$ cat config.mk
export PLATFORM = sky130hd
export DESIGN_NAME = addressable_led_serializer
export DESIGN_NICKNAME = d
export VERILOG_FILES = /design/src/rtl/als_pkg.sv /design/src/rtl/als_front.sv /design/src/rtl/als_back.sv /design/src/rtl/addressable_led_serializer.sv
export SDC_FILE = /design/constraint.sdc
export NUM_CORES = 1
export LEC_CHECK = 0
export BUFFER_PORTS_ARGS = -buffer_cell sky130_fd_sc_hd__buf_2
export CAP_MARGIN = 20
export CORE_ASPECT_RATIO = 0.8
export CORE_MARGIN = 4
export CORE_UTILIZATION = 45
export DETAILED_ROUTE_END_ITERATION = 10
export PLACE_DENSITY = 0.74
export RECOVER_POWER = 25
export SETUP_SLACK_MARGIN = 0.5
export SLEW_MARGIN = 20
export SYNTH_ARGS = -nofsm -noshare
export SYNTH_HDL_FRONTEND = slang
export SYNTH_SLANG_ARGS = --single-unit
$ cat constraint.sdc
create_clock -name clk -period 6.9 [get_ports clk]
set_clock_uncertainty 0.15 [all_clocks]
set_input_delay 1.38 -clock clk [delete_from_list [all_inputs] [get_ports clk]]
set_output_delay 1.38 -clock clk [all_outputs]
set_load 0.05 [all_outputs]
$ cat src/rtl/als_pkg.sv
`timescale 1ns / 1ps

package als_pkg;

	localparam int BPP_DEFAULT = 24;
	localparam int COLOR_BITS  = 24;
	localparam int DUR_W       = 16;
	localparam int SHORT_W     = 10;
	localparam int CFG_IDX_W   = 3;
	localparam int CFG_DATA_W  = 16;
	localparam int QUEUE_DEPTH = 2;

	localparam logic [SHORT_W-1:0] ZERO_HIGH_RST = 10'd20;
	localparam logic [SHORT_W-1:0] ZERO_LOW_RST  = 10'd43;
	localparam logic [SHORT_W-1:0] ONE_HIGH_RST  = 10'd40;
	localparam logic [SHORT_W-1:0] ONE_LOW_RST   = 10'd22;
	localparam logic [DUR_W-1:0]   LATCH_LOW_RST = 16'd4000;

	typedef enum logic [CFG_IDX_W-1:0] {
		REG_ZERO_HIGH = 3'd0,
		REG_ZERO_LOW  = 3'd1,
		REG_ONE_HIGH  = 3'd2,
		REG_ONE_LOW   = 3'd3,
		REG_LATCH_LOW = 3'd4
	} reg_idx_t;

	typedef enum logic [1:0] {
		PH_IDLE  = 2'd0,
		PH_HIGH  = 2'd1,
		PH_LOW   = 2'd2,
		PH_LATCH = 2'd3
	} phase_t;

	typedef enum logic [1:0] {
		CMD_NONE  = 2'd0,
		CMD_PIXEL = 2'd1,
		CMD_LATCH = 2'd2
	} cmd_t;

	typedef struct packed {
		logic [SHORT_W-1:0] zero_high;
		logic [SHORT_W-1:0] zero_low;
		logic [SHORT_W-1:0] one_high;
		logic [SHORT_W-1:0] one_low;
		logic [DUR_W-1:0]   latch_low;
	} cfg_t;

	typedef struct packed {
		cmd_t                  cmd;
		logic                  eof;
		logic [COLOR_BITS-1:0] grb;
	} item_t;

	// a programmed zero behaves as a programmed one
	function automatic logic [DUR_W-1:0] at_least_one(input logic [DUR_W-1:0] v);
		at_least_one = (v == '0) ? DUR_W'(1) : v;
	endfunction

endpackage

$ cat src/rtl/als_front.sv
`timescale 1ns / 1ps

module als_front import als_pkg::*; (
	input  logic        clk,
	input  logic        arst_n,
	input  logic        pixel_valid,
	output logic        pixel_stall,
	input  logic        load,
	input  logic [7:0]  green,
	input  logic [7:0]  red,
	input  logic [7:0]  blue,
	input  logic        end_of_frame,
	output item_t       head,
	output logic        head_valid,
	input  logic        pop
);

	item_t       entry_q [QUEUE_DEPTH];
	logic        wr_ptr_q;
	logic        rd_ptr_q;
	logic [1:0]  count_q;
	item_t       item_in;
	logic        push;

	always_comb begin
		item_in.grb = {green, red, blue};
		item_in.eof = end_of_frame;
		if (load) begin
			item_in.cmd = CMD_PIXEL;
		end else if (end_of_frame) begin
			item_in.cmd = CMD_LATCH;
		end else begin
			item_in.cmd = CMD_NONE;
		end
	end

	assign pixel_stall = (count_q == 2'(QUEUE_DEPTH));
	assign push        = pixel_valid && !pixel_stall;
	assign head_valid  = (count_q != 2'd0);
	assign head        = entry_q[rd_ptr_q];

	always_ff @(posedge clk) begin
		if (push) begin
			entry_q[wr_ptr_q] <= item_in;
		end
	end

	always_ff @(posedge clk or negedge arst_n) begin
		if (!arst_n) begin
			wr_ptr_q <= 1'b0;
			rd_ptr_q <= 1'b0;
			count_q  <= 2'd0;
		end else begin
			if (push) begin
				wr_ptr_q <= ~wr_ptr_q;
			end
			if (pop) begin
				rd_ptr_q <= ~rd_ptr_q;
			end
			case ({push, pop})
				2'b10:   count_q <= count_q + 2'd1;
				2'b01:   count_q <= count_q - 2'd1;
				default: count_q <= count_q;
			endcase
		end
	end

endmodule

$ cat src/rtl/als_back.sv
`timescale 1ns / 1ps

module als_back import als_pkg::*; #(
	parameter int BITS_PER_PIXEL = BPP_DEFAULT
) (
	input  logic  clk,
	input  logic  arst_n,
	input  item_t head,
	input  logic  head_valid,
	output logic  pop,
	input  cfg_t  cfg,
	output logic  result_valid,
	input  logic  result_stall,
	output logic  line_level,
	output logic  ready_res,
	output logic  dropped,
	output logic  latching
);

	localparam int CNT_W = $clog2(BITS_PER_PIXEL);
	localparam logic [CNT_W-1:0] LAST_BIT = CNT_W'(BITS_PER_PIXEL - 1);

	phase_t                    phase_q, phase_a, phase_d;
	logic [DUR_W-1:0]          dur_q, dur_a, dur_d, dur_dec;
	logic [BITS_PER_PIXEL-1:0] shift_q, shift_a, shift_d, shift_nxt;
	logic [CNT_W-1:0]          bits_q, bits_a, bits_d;
	logic                      pend_q, pend_a, pend_d;
	logic                      busy;
	logic                      step_en;
	logic                      line_c, latching_c, dropped_c;
	logic                      result_valid_q;
	logic                      line_level_q, ready_q, dropped_q, latching_q;

	assign busy    = (phase_q != PH_IDLE);
	assign step_en = head_valid && (!result_valid_q || !result_stall);
	assign pop     = step_en;

	// start of tick: an idle engine picks up a pixel or a bare latch
	always_comb begin
		phase_a = phase_q;
		dur_a   = dur_q;
		shift_a = shift_q;
		bits_a  = bits_q;
		pend_a  = pend_q;
		if (!busy) begin
			case (head.cmd)
				CMD_PIXEL: begin
					shift_a = BITS_PER_PIXEL'(head.grb) << (BITS_PER_PIXEL - COLOR_BITS);
					bits_a  = LAST_BIT;
					pend_a  = head.eof;
					phase_a = PH_HIGH;
					dur_a   = at_least_one(shift_a[BITS_PER_PIXEL-1] ?
						DUR_W'(cfg.one_high) : DUR_W'(cfg.zero_high));
				end
				CMD_LATCH: begin
					pend_a  = 1'b0;
					phase_a = PH_LATCH;
					dur_a   = at_least_one(cfg.latch_low);
				end
				default: ;
			endcase
		end
	end

	// next state after this tick's count
	always_comb begin
		phase_d   = phase_a;
		shift_d   = shift_a;
		bits_d    = bits_a;
		pend_d    = pend_a;
		dur_dec   = dur_a - DUR_W'(dur_a != '0);
		dur_d     = dur_dec;
		shift_nxt = shift_a << 1;
		if (phase_a != PH_IDLE && dur_dec == '0) begin
			unique case (phase_a)
				PH_HIGH: begin
					phase_d = PH_LOW;
					dur_d   = at_least_one(shift_a[BITS_PER_PIXEL-1] ?
						DUR_W'(cfg.one_low) : DUR_W'(cfg.zero_low));
				end
				PH_LOW: begin
					if (bits_a != '0) begin
						bits_d  = bits_a - CNT_W'(1);
						shift_d = shift_nxt;
						phase_d = PH_HIGH;
						dur_d   = at_least_one(shift_nxt[BITS_PER_PIXEL-1] ?
							DUR_W'(cfg.one_high) : DUR_W'(cfg.zero_high));
					end else if (pend_a) begin
						pend_d  = 1'b0;
						phase_d = PH_LATCH;
						dur_d   = at_least_one(cfg.latch_low);
					end else begin
						phase_d = PH_IDLE;
					end
				end
				PH_LATCH: phase_d = PH_IDLE;
				default:  phase_d = PH_IDLE;
			endcase
		end
	end

	always_comb begin
		line_c     = (phase_a == PH_HIGH);
		latching_c = (phase_a == PH_LATCH);
		dropped_c  = busy && (head.cmd == CMD_PIXEL);
	end

	always_ff @(posedge clk or negedge arst_n) begin
		if (!arst_n) begin
			phase_q <= PH_IDLE;
			dur_q   <= '0;
			shift_q <= '0;
			bits_q  <= '0;
			pend_q  <= 1'b0;
		end else if (step_en) begin
			phase_q <= phase_d;
			dur_q   <= dur_d;
			shift_q <= shift_d;
			bits_q  <= bits_d;
			pend_q  <= pend_d;
		end
	end

	always_ff @(posedge clk or negedge arst_n) begin
		if (!arst_n) begin
			result_valid_q <= 1'b0;
		end else if (step_en) begin
			result_valid_q <= 1'b1;
		end else if (!result_stall) begin
			result_valid_q <= 1'b0;
		end
	end

	always_ff @(posedge clk) begin
		if (step_en) begin
			line_level_q <= line_c;
			ready_q      <= !busy;
			dropped_q    <= dropped_c;
			latching_q   <= latching_c;
		end
	end

	assign result_valid = result_valid_q;
	assign line_level   = line_level_q;
	assign ready_res    = ready_q;
	assign dropped      = dropped_q;
	assign latching     = latching_q;

	a_idle_count_clear: assert property (@(posedge clk) disable iff (!arst_n)
		phase_q == PH_IDLE |-> dur_q == '0)
		else $error("idle engine holds a nonzero duration");

	a_pixel_starts: assert property (@(posedge clk) disable iff (!arst_n)
		step_en && !busy && head.cmd == CMD_PIXEL |=> phase_q != PH_IDLE)
		else $error("accepted pixel did not start a transfer");

	a_drop_only_busy: assert property (@(posedge clk) disable iff (!arst_n)
		result_valid_q && dropped_q |-> !ready_q)
		else $error("drop flagged on an idle tick");

	a_line_low_latch: assert property (@(posedge clk) disable iff (!arst_n)
		result_valid_q && latching_q |-> !line_level_q)
		else $error("line high during latch period");

endmodule

$ cat src/rtl/addressable_led_serializer.sv
`timescale 1ns / 1ps

// Addressable RGB LED serializer, one input transfer per timer tick.
// Input channel (pixel_valid/pixel_stall): load offers a pixel (green, red,
// blue), end_of_frame requests a latch after it, or at once when idle.
// Output channel (result_valid/result_stall): one result per input transfer
// with the wire level for that tick, ready_res, dropped and latching.
// A pixel is sent as BITS_PER_PIXEL pulses, green MSB first; spare low bits
// go out as zeros. Pulse and latch lengths come from the cfg_we/cfg_index/
// cfg_data write port and take effect at the next phase start.
// Throughput is one transfer per cycle while the output is not stalled. A
// transfer is written into the two-entry queue, and the item then moves
// through the pulse engine into the output register.
// A stalled output holds its result; the queue then fills and pixel_stall
// rises after at most two more transfers. Nothing is lost while stalled.
// Reset puts the engine idle, empties the queue and loads the default
// pulse timings; no clearing pass is needed.
module addressable_led_serializer import als_pkg::*; #(
	parameter int BITS_PER_PIXEL = BPP_DEFAULT
) (
	input  logic                  clk,
	input  logic                  arst_n,
	input  logic                  cfg_we,
	input  logic [CFG_IDX_W-1:0]  cfg_index,
	input  logic [CFG_DATA_W-1:0] cfg_data,
	input  logic                  pixel_valid,
	output logic                  pixel_stall,
	input  logic                  load,
	input  logic [7:0]            green,
	input  logic [7:0]            red,
	input  logic [7:0]            blue,
	input  logic                  end_of_frame,
	output logic                  result_valid,
	input  logic                  result_stall,
	output logic                  line_level,
	output logic                  ready_res,
	output logic                  dropped,
	output logic                  latching
);

	cfg_t  cfg_q;
	item_t head;
	logic  head_valid;
	logic  pop;

	always_ff @(posedge clk or negedge arst_n) begin
		if (!arst_n) begin
			cfg_q.zero_high <= ZERO_HIGH_RST;
			cfg_q.zero_low  <= ZERO_LOW_RST;
			cfg_q.one_high  <= ONE_HIGH_RST;
			cfg_q.one_low   <= ONE_LOW_RST;
			cfg_q.latch_low <= LATCH_LOW_RST;
		end else if (cfg_we) begin
			case (cfg_index)
				REG_ZERO_HIGH: cfg_q.zero_high <= cfg_data[SHORT_W-1:0];
				REG_ZERO_LOW:  cfg_q.zero_low  <= cfg_data[SHORT_W-1:0];
				REG_ONE_HIGH:  cfg_q.one_high  <= cfg_data[SHORT_W-1:0];
				REG_ONE_LOW:   cfg_q.one_low   <= cfg_data[SHORT_W-1:0];
				REG_LATCH_LOW: cfg_q.latch_low <= cfg_data[DUR_W-1:0];
				default: ;
			endcase
		end
	end

	als_front u_front (
		.clk          (clk),
		.arst_n       (arst_n),
		.pixel_valid  (pixel_valid),
		.pixel_stall  (pixel_stall),
		.load         (load),
		.green        (green),
		.red          (red),
		.blue         (blue),
		.end_of_frame (end_of_frame),
		.head         (head),
		.head_valid   (head_valid),
		.pop          (pop)
	);

	als_back #(
		.BITS_PER_PIXEL (BITS_PER_PIXEL)
	) u_back (
		.clk          (clk),
		.arst_n       (arst_n),
		.head         (head),
		.head_valid   (head_valid),
		.pop          (pop),
		.cfg          (cfg_q),
		.result_valid (result_valid),
		.result_stall (result_stall),
		.line_level   (line_level),
		.ready_res    (ready_res),
		.dropped      (dropped),
		.latching     (latching)
	);

endmodule

==> impl_metrics.env <==
export IMPL_drtAntennaViolNets=0
export IMPL_first_pass_iters=7
export IMPL_core_area_um2=19000
export IMPL_max_stage_delay_ns=0.51
export IMPL_switching_share_pct=42.3
export IMPL_p_switching_mw=1.90
export IMPL_critical_path_endpoint_type="flip-flop"
export IMPL_grt_pass1_vias=6531
export IMPL_fin_area_um2=9840
export IMPL_gr_usage_all_layers_pct=21.1
export IMPL_min_path_cells=1
export IMPL_place_hpwl_mm=15.8
export IMPL_async_reset_ff_share_pct=65.3
export IMPL_root_buffer="clkbuf_16"
export IMPL_cp_start_kind="flip-flop"
export IMPL_finalSetupViolCount=0
export IMPL_worstHoldPathType="reg2reg"
export IMPL_power_density_nw_per_um2=457
export IMPL_final_cell_mix="92 x dfrtp_1, 77 x nor2_1, 71 x nand2_1, 58 x edfxtp_1, 56 x mux2_2"
export IMPL_synthCells=802
export IMPL_rr_worst_depth=21
export IMPL_p_total_mw=4.50
export IMPL_max_freq_ghz=0.170
export IMPL_pwr_share_clk_pct=20.6
export IMPL_dieWidth_um=163
export IMPL_clock_sinks=167
export IMPL_pin_count=56
export IMPL_synth_cell_area_um2=8700
export IMPL_rr_startpoint="u_front.rd_ptr_q"
export IMPL_violations="max-capacitance violations, max-slew violations"
export IMPL_ys_seq_area_share_pct=51.6
export IMPL_cts_tree="yes"
export IMPL_cp_arrival_ns=6.04
export IMPL_path_buf_inv=3
export IMPL_yosys_warnings=0
export IMPL_gp_congestion=0.991
export IMPL_fill_cells=1704
export IMPL_grt_max_degree=79
export IMPL_grt_overflow=0
export IMPL_relSlewSlack_pct=-19.3
export IMPL_htreeDepth=4
export IMPL_min_to="u_back.shift_q[7]"
export IMPL_placed_cell_area_um2=9250
export IMPL_dp_slack_ns=0.806
export IMPL_maxSlewViolCount=33
export IMPL_finalSetupTns_ns=0
export IMPL_crit_required_ns=7.06
export IMPL_grt_antenna_before_repair=0
export IMPL_worst_slack_ns=1.03
export IMPL_cts_setup_buffers=0
export IMPL_die_h_um=132
export IMPL_synth_edff_count=58
export IMPL_port_buffers=55
export IMPL_fin_util_pct=51.9
export IMPL_fp_dieArea_um2=21600
export IMPL_synth_seq_cells=167
export IMPL_r2r_end="u_back.shift_q[3]"
export IMPL_vias_per_cell=6.10
export IMPL_status="finished with violations"
export IMPL_cp_cell_sequence="mux2i_1 > inv_1 > ha_2 > nor3_2 > buf_4 > a31oi_1 > o21ai_1 > or3_4 > nor3_2 > nand3_1 > ha_1 > ha_1 > o211ai_1 > a21o_1 > xnor2_1 > nor4b_1 > nand4_1 > nor4_4 > buf_4 > nor2_1 > a211o_1"
export IMPL_cp_max_fo=25
export IMPL_antenna_cells=0
export IMPL_area_growth_syn_to_layout_pct=13.2
export IMPL_leakagePower_nw=3.97
export IMPL_hold_viol=0
export IMPL_drt_initial_drc_count=749
export IMPL_clock_latency_ns=0.43
export IMPL_wl_per_cell_um=20.2
export IMPL_crit_path_top_delay_cell="dfrtp_1"
export IMPL_p_comb_share_pct=43.7
export IMPL_cts_hold_buf=0
export IMPL_grt_pass1_wl_mm=36.0
export IMPL_initial_core_util_pct=45.8
export IMPL_rsz0062_at_grt="no"
export IMPL_fin_nets=898
export IMPL_synth_distinct_cells=65
export IMPL_clk_pin_slew_ns=0.06
export IMPL_synth_area_per_cell_um2=10.8
export IMPL_vias=6785
export IMPL_crit_type="reg2reg"
export IMPL_rows=45
export IMPL_ir_worst_vdd_mv=0.283
export IMPL_wl_mm=22.5
export IMPL_min_from="u_back.shift_q[7]"
export IMPL_layout_commonest_cell="dfrtp_1"
export IMPL_worst_pin_slew_ns=1.79
export IMPL_fin_crit_ns=5.87
export IMPL_synthFlopType="dfrtp_1"
export IMPL_drive_gt1_share_pct=21.6
export IMPL_cts_resized=0
export IMPL_max_cap_violations=1
export IMPL_crit_family="simple AND/OR/NAND/NOR gates"
export IMPL_pwr_share_seq_pct=35.8
export IMPL_rrSetupSlack_ns=1.03
export IMPL_drt_drc_violations_left=0
export IMPL_clockBufferDepth=2
export IMPL_postSynthNetCount=858
export IMPL_post_route_period_util_pct=85.1
export IMPL_cts_buffers=17
export IMPL_intPower_mw=2.60
synthesized netlist by cell type, drive strengths merged (4+ instances only):
cell type | n | area [um^2]
dfrtp | 92 | 2300
nor2 | 79 | 299
nand2 | 71 | 267
edfxtp | 58 | 1740
mux2 | 56 | 631
mux2i | 50 | 513
nor3 | 41 | 205
clkbuf | 39 | 146
o211ai | 34 | 255
a21oi | 31 | 155
o21ai | 27 | 135
a211o | 20 | 175
dfstp | 17 | 447
buf | 15 | 96.3
nand3 | 15 | 75.1
xnor2 | 12 | 105
a211oi | 10 | 75.1
a31oi | 10 | 62.6
and3 | 10 | 62.6
o21a | 10 | 75.1
nor4 | 9 | 86.3
inv | 8 | 30.0
o31a | 7 | 61.3
a221o | 6 | 60.1
ha | 6 | 75.1
nor2b | 6 | 37.5
o211a | 5 | 50.1
o22ai | 5 | 31.3
nand4 | 4 | 25.0
layout make-up:
class                      instances  area [um^2]  share of cell area [%]
clock buffer                      18          429                    4.36
multi-input combinational        573         4010                    40.7
sequential                       167         4490                    45.6
clock inverter                    14          143                    1.45
timing repair buffer              75          420                    4.27
inverter                           8         30.0                   0.305
tap                              258          323                    3.28
sequential cells by signal, indices dropped and copies added, names as in the netlist, 2 cells and up:
signal / count
cfg_q: 56
u_back.bits_q: 5
u_front.entry_q: 54
u_back.phase_q: 2
u_front.count_q: 2
u_back.shift_q: 24
u_back.dur_q: 16
layer usage:
layer | global-route usage (%) | vias up | routed length [um]
met4 | 5.40 | 0 | 287
met3 | 5.25 | 28 | 2040
met5 | 0 | - | 0
li1 | - | 3095 | -
met2 | 30.3 | 312 | 9710
met1 | 32.2 | 3350 | 10400
how the worst max path moves through the flow:
stage	depth (start not counted)	end	startpoint
2_1_floorplan	24	u_back.shift_q[14]	u_front.rd_ptr_q
3_3_place_gp	21	u_back.dur_q[14]	u_front.rd_ptr_q
3_5_place_dp	21	u_back.dur_q[11]	u_front.rd_ptr_q
4_1_cts	21	u_back.dur_q[11]	u_front.rd_ptr_q
5_1_grt	21	u_back.shift_q[22]	u_front.rd_ptr_q
6_report	21	u_back.shift_q[3]	u_front.rd_ptr_q
kinds of logic after synthesis:
group	count (synthesis)	synth area share [%]
multiplexers	106	13.1
AND/OR/NAND/NOR	256	14.1
buffers and inverters	62	3.14
XOR/XNOR	15	1.51
flip-flops	167	51.6
adder cells (fa/ha/maj)	6	0.863
AO/OA/AOI/OAI	190	15.6
power groups by stage:
| stage | sequential (mW) | clock (mW) | combinational [mW] |
|---|---|---|---|
| floorplan | 1.55 | 0 | 1.42 |
| global placement | 1.60 | 0 | 1.89 |
| detailed placement | 1.61 | 0 | 1.91 |
| CTS | 1.60 | 0.935 | 1.92 |
| global route | 1.64 | 0.982 | 2.13 |
| finish | 1.61 | 0.925 | 1.96 |
per-stage QoR:
stage          hold slack [ns]  instances
3_3_place_gp             0.320       1080
3_5_place_dp             0.328       1080
6_report                 0.341       1113
4_1_cts                  0.343       1112
2_1_floorplan            0.289        802
5_1_grt                  0.366       1113
Note: power is estimated with default switching activity, not from simulation.
